--- src/sv/crsf_pkg.sv ---
// ----------------------------------------------------------------------------
// crsf_pkg
// Shared constants, types and the CRC-8 (poly 0xD5) byte step.
// ----------------------------------------------------------------------------
package crsf_pkg;

    localparam int BUFFER_BYTES_DEF = 64;

    localparam logic [7:0] SYNC_A   = 8'hEE;
    localparam logic [7:0] SYNC_B   = 8'hEA;
    localparam logic [7:0] SYNC_C   = 8'hC8;
    localparam logic [7:0] CRC_POLY = 8'hD5;
    localparam logic [7:0] CRC_TOP  = 8'h80;

    localparam logic [5:0] MAX_LENGTH_RST = 6'd62;
    localparam logic [7:0] MIN_LENGTH     = 8'd2;

    localparam int          APB_ADDR_W   = 3;
    localparam int          APB_DATA_W   = 32;
    localparam logic [0:0]  REG_MAX_LENGTH = 1'b0;

    typedef enum logic [1:0] {
        PH_IDLE,
        PH_LENGTH,
        PH_BODY
    } phase_t;

    function automatic logic [7:0] crc8_step(input logic [7:0] crc, input logic [7:0] b);
        logic [7:0] c;
        c = crc ^ b;
        for (int k = 0; k < 8; k++) begin
            if ((c & CRC_TOP) != 8'd0)
            begin
                c = (c << 1) ^ CRC_POLY;
            end
            else
            begin
                c = c << 1;
            end
        end
        return c;
    endfunction

endpackage

--- src/sv/crsf_if.sv ---
// ----------------------------------------------------------------------------
// crsf byte channels
// Valid/ready channels for received bytes and deframed bytes.
// ----------------------------------------------------------------------------
interface crsf_rx_if;
    logic       valid;
    logic       ready;
    logic [7:0] rx_byte;

    modport source (output valid, output rx_byte, input ready);
    modport sink   (input valid, input rx_byte, output ready);
endinterface

interface crsf_data_if;
    logic       valid;
    logic       ready;
    logic [7:0] data_byte;

    modport source (output valid, output data_byte, input ready);
    modport sink   (input valid, input data_byte, output ready);
endinterface

--- src/sv/crsf_cfg.sv ---
// ----------------------------------------------------------------------------
// crsf_cfg
// APB register bank holding the max_length register.
// ----------------------------------------------------------------------------
module crsf_cfg (
    input  logic                           clk,
    input  logic                           rst_n,
    input  logic                           psel,
    input  logic                           penable,
    input  logic                           pwrite,
    input  logic [crsf_pkg::APB_ADDR_W-1:0] paddr,
    input  logic [crsf_pkg::APB_DATA_W-1:0] pwdata,
    output logic [crsf_pkg::APB_DATA_W-1:0] prdata,
    output logic                           pready,
    output logic [5:0]                     max_length
);
    import crsf_pkg::*;

    logic [5:0] max_length_reg;
    logic       wr_en;
    logic       sel_max;

    assign pready  = 1'b1;
    assign sel_max = (paddr[APB_ADDR_W-1] == REG_MAX_LENGTH);
    assign wr_en   = psel && penable && pwrite && sel_max;

    always_ff @(posedge clk or negedge rst_n)
    begin
        if (!rst_n)
        begin
            max_length_reg <= MAX_LENGTH_RST;
        end
        else if (wr_en)
        begin
            max_length_reg <= pwdata[5:0];
        end
    end

    assign prdata     = sel_max ? {{(APB_DATA_W-6){1'b0}}, max_length_reg} : '0;
    assign max_length = max_length_reg;

endmodule

--- src/sv/crsf_core.sv ---
// ----------------------------------------------------------------------------
// crsf_core
// Input register, frame parser with running CRC, and output register.
// ----------------------------------------------------------------------------
module crsf_core #(
    parameter int BUFFER_BYTES = crsf_pkg::BUFFER_BYTES_DEF
) (
    input  logic            clk,
    input  logic            rst_n,
    input  logic [5:0]      max_length,
    crsf_rx_if.sink         rx,
    crsf_data_if.source     tx
);
    import crsf_pkg::*;

    localparam logic [7:0] CAP = 8'(BUFFER_BYTES - 2);

    logic       s1_valid_reg;
    logic [7:0] s1_byte_reg;
    phase_t     phase_reg, phase_next;
    logic [7:0] len_reg, len_next;
    logic [7:0] crc_reg, crc_next;
    logic       out_valid_reg;
    logic [7:0] out_byte_reg;

    logic       advance;
    logic       emit;
    logic [7:0] limit;
    logic       bad_len;
    logic       is_sync;
    logic [7:0] crc_step;

    assign advance  = s1_valid_reg && (!out_valid_reg || tx.ready);
    assign rx.ready = !s1_valid_reg || advance;

    assign limit    = ({2'b00, max_length} < CAP) ? {2'b00, max_length} : CAP;
    assign bad_len  = (s1_byte_reg < MIN_LENGTH) || (s1_byte_reg > limit);
    assign is_sync  = (s1_byte_reg == SYNC_A) || (s1_byte_reg == SYNC_B)
                   || (s1_byte_reg == SYNC_C);
    assign crc_step = crc8_step(crc_reg, s1_byte_reg);

    // next phase
    always_comb
    begin
        phase_next = phase_reg;
        unique case (phase_reg)
            PH_IDLE:   phase_next = is_sync ? PH_LENGTH : PH_IDLE;
            PH_LENGTH: phase_next = bad_len ? PH_IDLE : PH_BODY;
            PH_BODY:   phase_next = (len_reg > 8'd1) ? PH_BODY : PH_IDLE;
            default:   phase_next = PH_IDLE;
        endcase
    end

    // datapath and result
    always_comb
    begin
        len_next = len_reg;
        crc_next = crc_reg;
        emit     = 1'b0;
        unique case (phase_reg)
            PH_IDLE:
            begin
                len_next = len_reg;
            end
            PH_LENGTH:
            begin
                if (bad_len)
                begin
                    len_next = 8'd0;
                end
                else
                begin
                    len_next = s1_byte_reg;
                    crc_next = 8'd0;
                end
            end
            PH_BODY:
            begin
                if (len_reg > 8'd1)
                begin
                    crc_next = crc_step;
                    len_next = len_reg - 8'd1;
                    emit     = 1'b1;
                end
                else
                begin
                    len_next = 8'd0;
                    emit     = (crc_reg == s1_byte_reg);
                end
            end
            default:
            begin
                len_next = len_reg;
            end
        endcase
    end

    always_ff @(posedge clk or negedge rst_n)
    begin
        if (!rst_n)
        begin
            s1_valid_reg  <= 1'b0;
            phase_reg     <= PH_IDLE;
            len_reg       <= 8'd0;
            crc_reg       <= 8'd0;
            out_valid_reg <= 1'b0;
        end
        else
        begin
            if (rx.valid && rx.ready)
            begin
                s1_valid_reg <= 1'b1;
            end
            else if (advance)
            begin
                s1_valid_reg <= 1'b0;
            end

            if (advance)
            begin
                phase_reg     <= phase_next;
                len_reg       <= len_next;
                crc_reg       <= crc_next;
                out_valid_reg <= emit;
            end
            else if (tx.ready)
            begin
                out_valid_reg <= 1'b0;
            end
        end
    end

    always_ff @(posedge clk)
    begin
        if (rx.valid && rx.ready)
        begin
            s1_byte_reg <= rx.rx_byte;
        end
        if (advance && emit)
        begin
            out_byte_reg <= s1_byte_reg;
        end
    end

    assign tx.valid     = out_valid_reg;
    assign tx.data_byte = out_byte_reg;

endmodule

--- src/sv/crsf_frame_deframer_crc8_top.sv ---
// ----------------------------------------------------------------------------
// crsf_frame_deframer_crc8_top
// CRSF deframer: sync hunt, length check, byte pass-through, CRC-8 check.
// ----------------------------------------------------------------------------
// Usage:
//   rx  : one received serial byte per valid/ready transaction.
//   tx  : type and payload bytes of a frame, each as one transaction, then
//         the received CRC byte as a final transaction when the CRC matches.
//         Sync, length, rejected-length and CRC-mismatch bytes give nothing.
//   APB : register 0 (byte address 0) is max_length, 6 bits, reset 62.
//         Lengths 0, 1 and above min(max_length, BUFFER_BYTES-2) resync.
// Path: an accepted rx byte goes to the input register, then to the
//   output register that drives tx.valid; a tx stall can hold it in the input register.
// Throughput: one byte per cycle while tx is ready, with the single input
//   register and the combinational CRC byte step into the CRC register.
// Stall: while tx is held off the output register keeps its byte; the
//   input register still takes one more rx byte, then rx.ready drops.
// Reset: rst_n clears the parser to sync hunt, empties both registers and
//   restores max_length to 62.
// ----------------------------------------------------------------------------
module crsf_frame_deframer_crc8_top #(
    parameter int BUFFER_BYTES = crsf_pkg::BUFFER_BYTES_DEF
) (
    input  logic                            clk,
    input  logic                            rst_n,
    input  logic                            psel,
    input  logic                            penable,
    input  logic                            pwrite,
    input  logic [crsf_pkg::APB_ADDR_W-1:0] paddr,
    input  logic [crsf_pkg::APB_DATA_W-1:0] pwdata,
    output logic [crsf_pkg::APB_DATA_W-1:0] prdata,
    output logic                            pready,
    crsf_rx_if.sink                         rx,
    crsf_data_if.source                     tx
);
    import crsf_pkg::*;

    logic [5:0] max_length;

    crsf_cfg u_cfg (
        .clk        (clk),
        .rst_n      (rst_n),
        .psel       (psel),
        .penable    (penable),
        .pwrite     (pwrite),
        .paddr      (paddr),
        .pwdata     (pwdata),
        .prdata     (prdata),
        .pready     (pready),
        .max_length (max_length)
    );

    crsf_core #(
        .BUFFER_BYTES (BUFFER_BYTES)
    ) u_core (
        .clk        (clk),
        .rst_n      (rst_n),
        .max_length (max_length),
        .rx         (rx),
        .tx         (tx)
    );

endmodule
--- src/flat_wrapper.sv ---
// flat-port wrapper written by rule: the top's interface ports become plain ports
module crsf_frame_deframer_crc8_top_flat import crsf_pkg::*;
#(
    parameter int BUFFER_BYTES = crsf_pkg::BUFFER_BYTES_DEF
)
  (clk, rst_n, psel, penable, pwrite, paddr, pwdata, prdata, pready, rx_valid, rx_rx_byte, rx_ready, tx_valid, tx_data_byte, tx_ready);
  crsf_rx_if rx_i ();
  crsf_data_if tx_i ();
  input  logic clk;
  input  logic rst_n;
  input  logic psel;
  input  logic penable;
  input  logic pwrite;
  input  logic [crsf_pkg::APB_ADDR_W-1:0] paddr;
  input  logic [crsf_pkg::APB_DATA_W-1:0] pwdata;
  output logic [crsf_pkg::APB_DATA_W-1:0] prdata;
  output logic pready;
  input wire logic [$bits(rx_i.valid)-1:0] rx_valid;
  input wire logic [$bits(rx_i.rx_byte)-1:0] rx_rx_byte;
  output wire logic [$bits(rx_i.ready)-1:0] rx_ready;
  output wire logic [$bits(tx_i.valid)-1:0] tx_valid;
  output wire logic [$bits(tx_i.data_byte)-1:0] tx_data_byte;
  input wire logic [$bits(tx_i.ready)-1:0] tx_ready;
  assign rx_i.valid = rx_valid;
  assign rx_i.rx_byte = rx_rx_byte;
  assign rx_ready = rx_i.ready;
  assign tx_valid = tx_i.valid;
  assign tx_data_byte = tx_i.data_byte;
  assign tx_i.ready = tx_ready;
  crsf_frame_deframer_crc8_top #(.BUFFER_BYTES(BUFFER_BYTES)) u_core (.clk(clk), .rst_n(rst_n), .psel(psel), .penable(penable), .pwrite(pwrite), .paddr(paddr), .pwdata(pwdata), .prdata(prdata), .pready(pready), .rx(rx_i), .tx(tx_i));
endmodule
--- config.mk ---
export PLATFORM = sky130hd
export DESIGN_NAME = crsf_frame_deframer_crc8_top_flat
export DESIGN_NICKNAME = d
export VERILOG_FILES = /design/src/sv/crsf_pkg.sv /design/src/sv/crsf_if.sv /design/src/sv/crsf_cfg.sv /design/src/sv/crsf_core.sv /design/src/sv/crsf_frame_deframer_crc8_top.sv /design/src/flat_wrapper.sv
export SDC_FILE = /design/constraint.sdc
export NUM_CORES = 1
export LEC_CHECK = 0
export ABC_AREA = 1
export BUFFER_PORTS_ARGS = -buffer_cell sky130_fd_sc_hd__clkbuf_2
export CELL_PAD_IN_SITES_DETAIL_PLACEMENT = 0
export CELL_PAD_IN_SITES_GLOBAL_PLACEMENT = 1
export CORE_MARGIN = 2
export CORE_UTILIZATION = 39
export CTS_CLUSTER_DIAMETER = 150
export DETAILED_ROUTE_END_ITERATION = 10
export PLACE_DENSITY_LB_ADDON = 0.1
export SLEW_MARGIN = 20
export SYNTH_ARGS = -nofsm -noshare
export SYNTH_HDL_FRONTEND = slang
export SYNTH_SLANG_ARGS = --single-unit
--- constraint.sdc ---
create_clock -name clk -period 3 [get_ports clk]
set_input_delay 0.6 -clock clk [delete_from_list [all_inputs] [get_ports clk]]
set_output_delay 0.6 -clock clk [all_outputs]
set_load 0.05 [all_outputs]
==> results.py, run 1 <==
metrics = {
    "drt": {
        "drtIter0Drc": 82,
        "wl_per_cell_um": 11.91,
        "drt_first_pass_iters": 4,
        "routed_wl_mm": 5.834,
        "drc_errors": 0,
        "viasPerCell": 4.504,
        "ant_nets": 0,
        "vias": 2207,
    },
    "logic_synthesis": {
        "syn_area_per_cell_um2": 7.929,
        "ys_seq_area_share_pct": 40.63,
        "netlist_top_cells_area": "dfrtp_1 19%, edfxtp_1 17%, nand2_1 13%",
        "ys_ff_latch": 42,
        "synth_common_cells": "98 x nand2_1, 38 x inv_1, 27 x buf_4, 27 x nor2_1, 25 x nand3_1",
        "syn_inst": 353,
        "synthesis.area_mm2": 0.002799,
        "yosysWarnings": 0,
        "synth_edf_count": 16,
        "synth_ff_type": "dfrtp_1",
        "synth_most_common_cell": "nand2_1",
        "synth_area_leader_cell": "dfrtp_1",
        "synthArstFlopShare_pct": 61.90,
        "netlist-cell-type-count": 33,
        "yosysTopAreaCellShare_pct": 18.78,
    },
    "die": {
        "initial_core_util_pct": 40.75,
        "core_area_mm2": 0.006869,
        "die_h_um": 88.72,
        "fp.dieW_um": 88.72,
        "rows": 30,
        "die-area_mm2": 0.007870,
        "io_pins": 93,
    },
    "sta": {
        "setup_viol": 0,
        "drv_slew": 0,
        "rsz0062_at_grt": "false",
        "fin_hold_ws_ps": 335.2,
        "skew_ps": 5.243,
        "hold_viol_final": 0,
        "max_freq_ghz": 0.4532,
        "max-slew-margin-rel_pct": 51.73,
        "period_share_pct": 73.55,
        "finalCriticalPeriod_ps": 2207,
        "setup-tns-final_ps": 0,
        "tightest_slew_ps": 724.0,
    },
    "clock_tree": {
        "htree_levels": 2,
        "cts_resized": 0,
        "clk-insertion-delay-late_ps": 300,
        "cts_tree": "built",
        "cts_hold_buf": 0,
        "clkTransAtPathRegs_ps": 90,
        "clockRootBuffer": "clkbuf_8",
        "cts.sinks": 42,
        "cts_setup_buffers": 0,
        "cts_buffers": 5,
        "clk_path_buf_depth": 2,
    },
    "placement": {
        "dp_hpwl_mm": 4.557,
        "numPortBuffers": 37,
        "place_congestion": 0.7831,
    },
    "critical_path": {
        "critPathRequiredTime_ps": 2940,
        "worstSetupPathType": "reg2reg",
        "path_max_fanout": 8,
        "start_kind": "flop",
        "crit_path_end_kind": "flop",
        "cp.arrival_ps": 2150,
    },
    "cells_and_area": {
        "diodes": 0,
        "post-route-util_pct": 44.85,
        "finalNetCount": 456,
        "layout-drive-gt1-share_pct": 19.29,
        "area_growth_pct": 10.06,
    },
    "grt": {
        "grt_antenna_before_repair": 0,
        "first_global_vias": 2050,
        "track_usage_pct": 16.06,
        "grt_max_degree": 27,
        "grt_pass1_wl_mm": 9.591,
        "grt-ovfl-total": 0,
    },
    "pwr": {
        "vdd_ir_drop_max_uv": 293.0,
        "powerDensity_mw_per_mm2": 885.9,
        "p_leak_nw": 1.601,
    },
    "run": {
        "cap_violations": 0,
    },
    "hold_path": {
        "hp-class": "in2async",
    },
    "outcome": {
        "status": "finished, final reports clean",
    },
}
==> critical path: stages (launching register included) <==
cell	delay (ps)
edfxtp_1	490
inv_2	100
nand2_1	80
nand2_4	110
ha_1	150
nand3_1	100
o21ai_0	200
nand2_1	100
nor2_1	520
==> per-stage QoR <==
| stage | cell area, µm² | worst slack [ps] | power (W) | cells |
|---|---|---|---|---|
| final | 3080 | 793.4 | 0.002729 | 490 |
| after global routing | 3080 | 597.2 | 0.002986 | 490 |
| after CTS | 3080 | 770.7 | 0.002762 | 490 |
| after detailed placement | 2987 | 761.2 | 0.002363 | 482 |
| after global placement | 2987 | 708.8 | 0.002351 | 482 |
| after floorplan | 2893 | 1098 | 0.002111 | 378 |
==> layer usage <==
layer / share of wire, % / wire, µm / vias up / GRT usage, %
met5: 0 / 0 / - / 0
met3: 3.5 / 206 / 5 / 3.172
li1: - / - / 1151 / -
met4: 0.72 / 42 / 0 / 3.719
met1: 46 / 2702 / 1011 / 21.33
met2: 49 / 2883 / 40 / 27.07
==> worst paths after layout <==
kind,slack [ps],to,cells after the start,from
worst min register to register,510,u_core.u_core.crc_reg[6],2,u_core.u_core.crc_reg[6]
min in group clk,470,u_core.u_core.s1_byte_reg[5],1,rx_rx_byte[5]
worst min-delay path,340,u_core.u_cfg.max_length[0],1,rst_n
worst max-delay path,790,u_core.u_core.tx.data_byte[6],8,u_core.u_core.s1_byte_reg[7]
max in group asynchronous,2200,u_core.u_core.crc_reg[5],1,rst_n
worst max register to register,790,u_core.u_core.tx.data_byte[6],8,u_core.u_core.s1_byte_reg[7]
==> logic make-up (layout without fill, tap and decap cells) <==
kind of cell	count (synthesis)	after routing	share of synthesized area, %
AOI/OAI and AO/OA	39	39	7.823
xor gates and xnor gates	12	12	4.292
adders and majority gates	13	13	5.811
buffers and inverters	73	89	13.46
DFF	42	42	40.63
other	2	27	0.2683
and+or+nand+nor	172	172	27.72
==> cell type report <==
cell class / instances / area (µm²)
fillers: 742 / 3789
multi-input cells: 263 / 1379
flip-flops and latches: 42 / 1137
repair buffers: 37 / 185.2
inverters: 44 / 165.2
well taps: 96 / 120.1
clock buffers: 5 / 68.82
clock inverters: 3 / 25.02
==> power breakdown <==
group          switching (W)  internal (W)
Sequential          0.000108      0.000737
Combinational        0.00101      0.000489
Clock               0.000220      0.000168
==> placed cells by master (no fill, tap or decap), types with 2 or more instances in the layout <==
master	instances
a21oi_1	13
clkbuf_2	37
clkbuf_8	5
conb_1	27
dfrtp_1	21
dfstp_2	5
edfxtp_1	16
ha_1	13
inv_1	38
inv_2	6
nand2_1	98
nand2_2	7
nand2_4	6
nand3_1	25
nand4_1	3
nor2_1	27
nor3_1	3
o21a_1	3
o21ai_0	16
xnor2_1	3
xor2_1	7
xor2_2	2
Power figures use the tool's default switching activity.
==> run 2, diff against run 1 <==
--- a/config.mk
+++ b/config.mk
@@ -10,7 +10,7 @@
 export CELL_PAD_IN_SITES_DETAIL_PLACEMENT = 0
 export CELL_PAD_IN_SITES_GLOBAL_PLACEMENT = 1
 export CORE_MARGIN = 2
-export CORE_UTILIZATION = 39
+export CORE_UTILIZATION = 36
 export CTS_CLUSTER_DIAMETER = 150
 export DETAILED_ROUTE_END_ITERATION = 10
 export PLACE_DENSITY_LB_ADDON = 0.1
==> constraint.sdc (replaced) <==
create_clock -name clk -period 2.25 [get_ports clk]
set_input_delay 0.45 -clock clk [delete_from_list [all_inputs] [get_ports clk]]
set_output_delay 0.45 -clock clk [all_outputs]
set_load 0.05 [all_outputs]
==> run 2 against run 1 <==
Highest routed layer unchanged. Non-clock buffer count increased by 12. First-iteration DRC count shrank 26%. Global-route usage shrank 0.51 points. Register-to-register slack got worse by 650 ps. Via count is 0.45% higher.
==> results.py, run 2 (synthesized netlist as in run 1, its figures left out) <==
metrics = {
    "grt": {
        "grt-ovfl-total": 0,
        "grt_max_degree": 27,
        "first_global_vias": 2206,
        "track_usage_pct": 15.55,
        "grt_antenna_before_repair": 0,
        "grt_pass1_wl_mm": 10.45,
    },
    "cells_and_area": {
        "regArea_mm2": 0.001137,
        "final_cells": 508,
        "multi_input_area_mm2": 0.001444,
        "final_cell_mix": "92 x nand2_1, 37 x clkbuf_2, 35 x inv_1",
        "finalNetCount": 468,
        "diodes": 0,
        "final_common_cell": "nand2_1",
        "num-fill-cells": 828,
        "post-route-util_pct": 42.41,
        "area_growth_pct": 15.87,
        "layout-drive-gt1-share_pct": 25.62,
    },
    "placement": {
        "dpl.cell_count": 498,
        "dp_hpwl_mm": 4.839,
        "place_congestion": 0.7487,
        "numPortBuffers": 37,
    },
    "pwr": {
        "vdd_ir_drop_max_uv": 425.6,
        "p_leak_nw": 1.657,
        "p_total_w": 0.003836,
        "powerDensity_mw_per_mm2": 1183,
    },
    "hold_path": {
        "hp-class": "in2async",
    },
    "die": {
        "fp.dieW_um": 92.18,
        "die_h_um": 92.18,
        "io_pins": 93,
        "core_area_mm2": 0.007647,
        "rows": 32,
        "initial_core_util_pct": 36.60,
        "die-area_mm2": 0.008496,
    },
    "sta": {
        "fin_hold_ws_ps": 191.5,
        "rsz0062_at_grt": "false",
        "finalCriticalPeriod_ps": 2110,
        "period_share_pct": 93.76,
        "hold_viol_final": 0,
        "max-slew-margin-rel_pct": 52.45,
        "drv_slew": 0,
        "tightest_slew_ps": 713.3,
        "max_freq_ghz": 0.4740,
        "setup_viol": 0,
        "skew_ps": 4.647,
        "setup-tns-final_ps": 0,
    },
    "drt": {
        "ant_nets": 0,
        "drtIter0Drc": 61,
        "drt_first_pass_iters": 4,
        "routed_wl_mm": 6.214,
        "drc_errors": 0,
        "viasPerCell": 4.364,
        "vias": 2217,
        "wl_per_cell_um": 12.23,
    },
    "critical_path": {
        "worstSetupPathType": "reg2reg",
        "path_max_fanout": 8,
        "critPathRequiredTime_ps": 2490,
        "cp.arrival_ps": 2350,
        "r2r_cells": 13,
        "start_kind": "flop",
        "crit_path_end_kind": "flop",
    },
    "clock_tree": {
        "clkTransAtPathRegs_ps": 90,
        "cts_hold_buf": 0,
        "clk-insertion-delay-late_ps": 290,
        "htree_levels": 2,
        "cts_buffers": 5,
        "clk_path_buf_depth": 2,
        "clockRootBuffer": "clkbuf_8",
        "cts_tree": "built",
        "cts.sinks": 42,
    },
    "outcome": {
        "status": "finished, final reports clean",
    },
    "run": {
        "cap_violations": 0,
    },
}
run 2: changes by cell type in the layout (fill, tap and decap cells not counted), sizes merged:
cell,before,now
buf,0,12
run 2: per-layer routing:
metal  GRT usage (%)  vias to the layer above  share of wire, %
met5               0                        -                 0
met4           3.109                        0              0.76
met3           2.712                        5               2.3
met2           27.27                       30                49
met1           20.16                     1011                48
li1                -                     1171                 -
run 2: layout make-up:
cell class | count | area share (%)
multi-input combinational | 263 | 44.52
inverter | 44 | 5.093
clock buffer | 5 | 2.122
tap | 102 | 3.935
clock inverter | 3 | 0.7716
timing repair buffer | 49 | 8.488
sequential | 42 | 35.07
run 2: worst paths after layout:
check                                                start                           end  slack, ps
worst max-delay path            u_core.u_cfg.max_length[5]      u_core.u_core.crc_reg[7]        140
worst min-delay path                                 rst_n    u_core.u_core.s1_valid_reg        190
worst max register to register  u_core.u_cfg.max_length[5]      u_core.u_core.crc_reg[7]        140
worst min register to register  u_core.u_cfg.max_length[1]    u_core.u_cfg.max_length[1]        510
max in group asynchronous                            rst_n      u_core.u_core.len_reg[6]       1600
min in group clk                             rx_rx_byte[0]  u_core.u_core.s1_byte_reg[0]        320
run 2: per-stage QoR:
step,area (µm²),setup WS (ps)
3_3_place_gp,3069,108.6
2_1_floorplan,2893,347.9
4_1_cts,3163,83.61
6_report,3243,140.4
5_1_grt,3243,0.9579
3_5_place_dp,3069,104.0
run 2: critical path, cell delays in order, from the launching register on:
cell	delay (ps)
dfstp_2	530
inv_2	50
nor3_1	170
a31oi_1	110
ha_1	280
nand4_1	90
nand2_1	80
nand2_1	70
nand2_1	80
nand2_2	70
buf_4	160
nor2_8	170
nand3_1	120
nand2_1	70
run 2: report_power, final:
part	internal (W)	leakage [nW]	switching, W	total [W]
sequential	0.000982	0.481	0.000138	0.00112
combinational	0.000757	1.13	0.00145	0.00221
clock	0.000224	0.0447	0.000285	0.000509
total	0.00196	1.66	0.00187	0.00384
run 2: what timing repair did:
| item | 4_1_cts | 5_1_grt |
|---|---|---|
| buffers inserted | 0 | 2 |
| gates resized for setup | 0 | 18 |
| hold endpoints to repair | 0 | 0 |
| setup endpoints to repair | 0 | 6 |
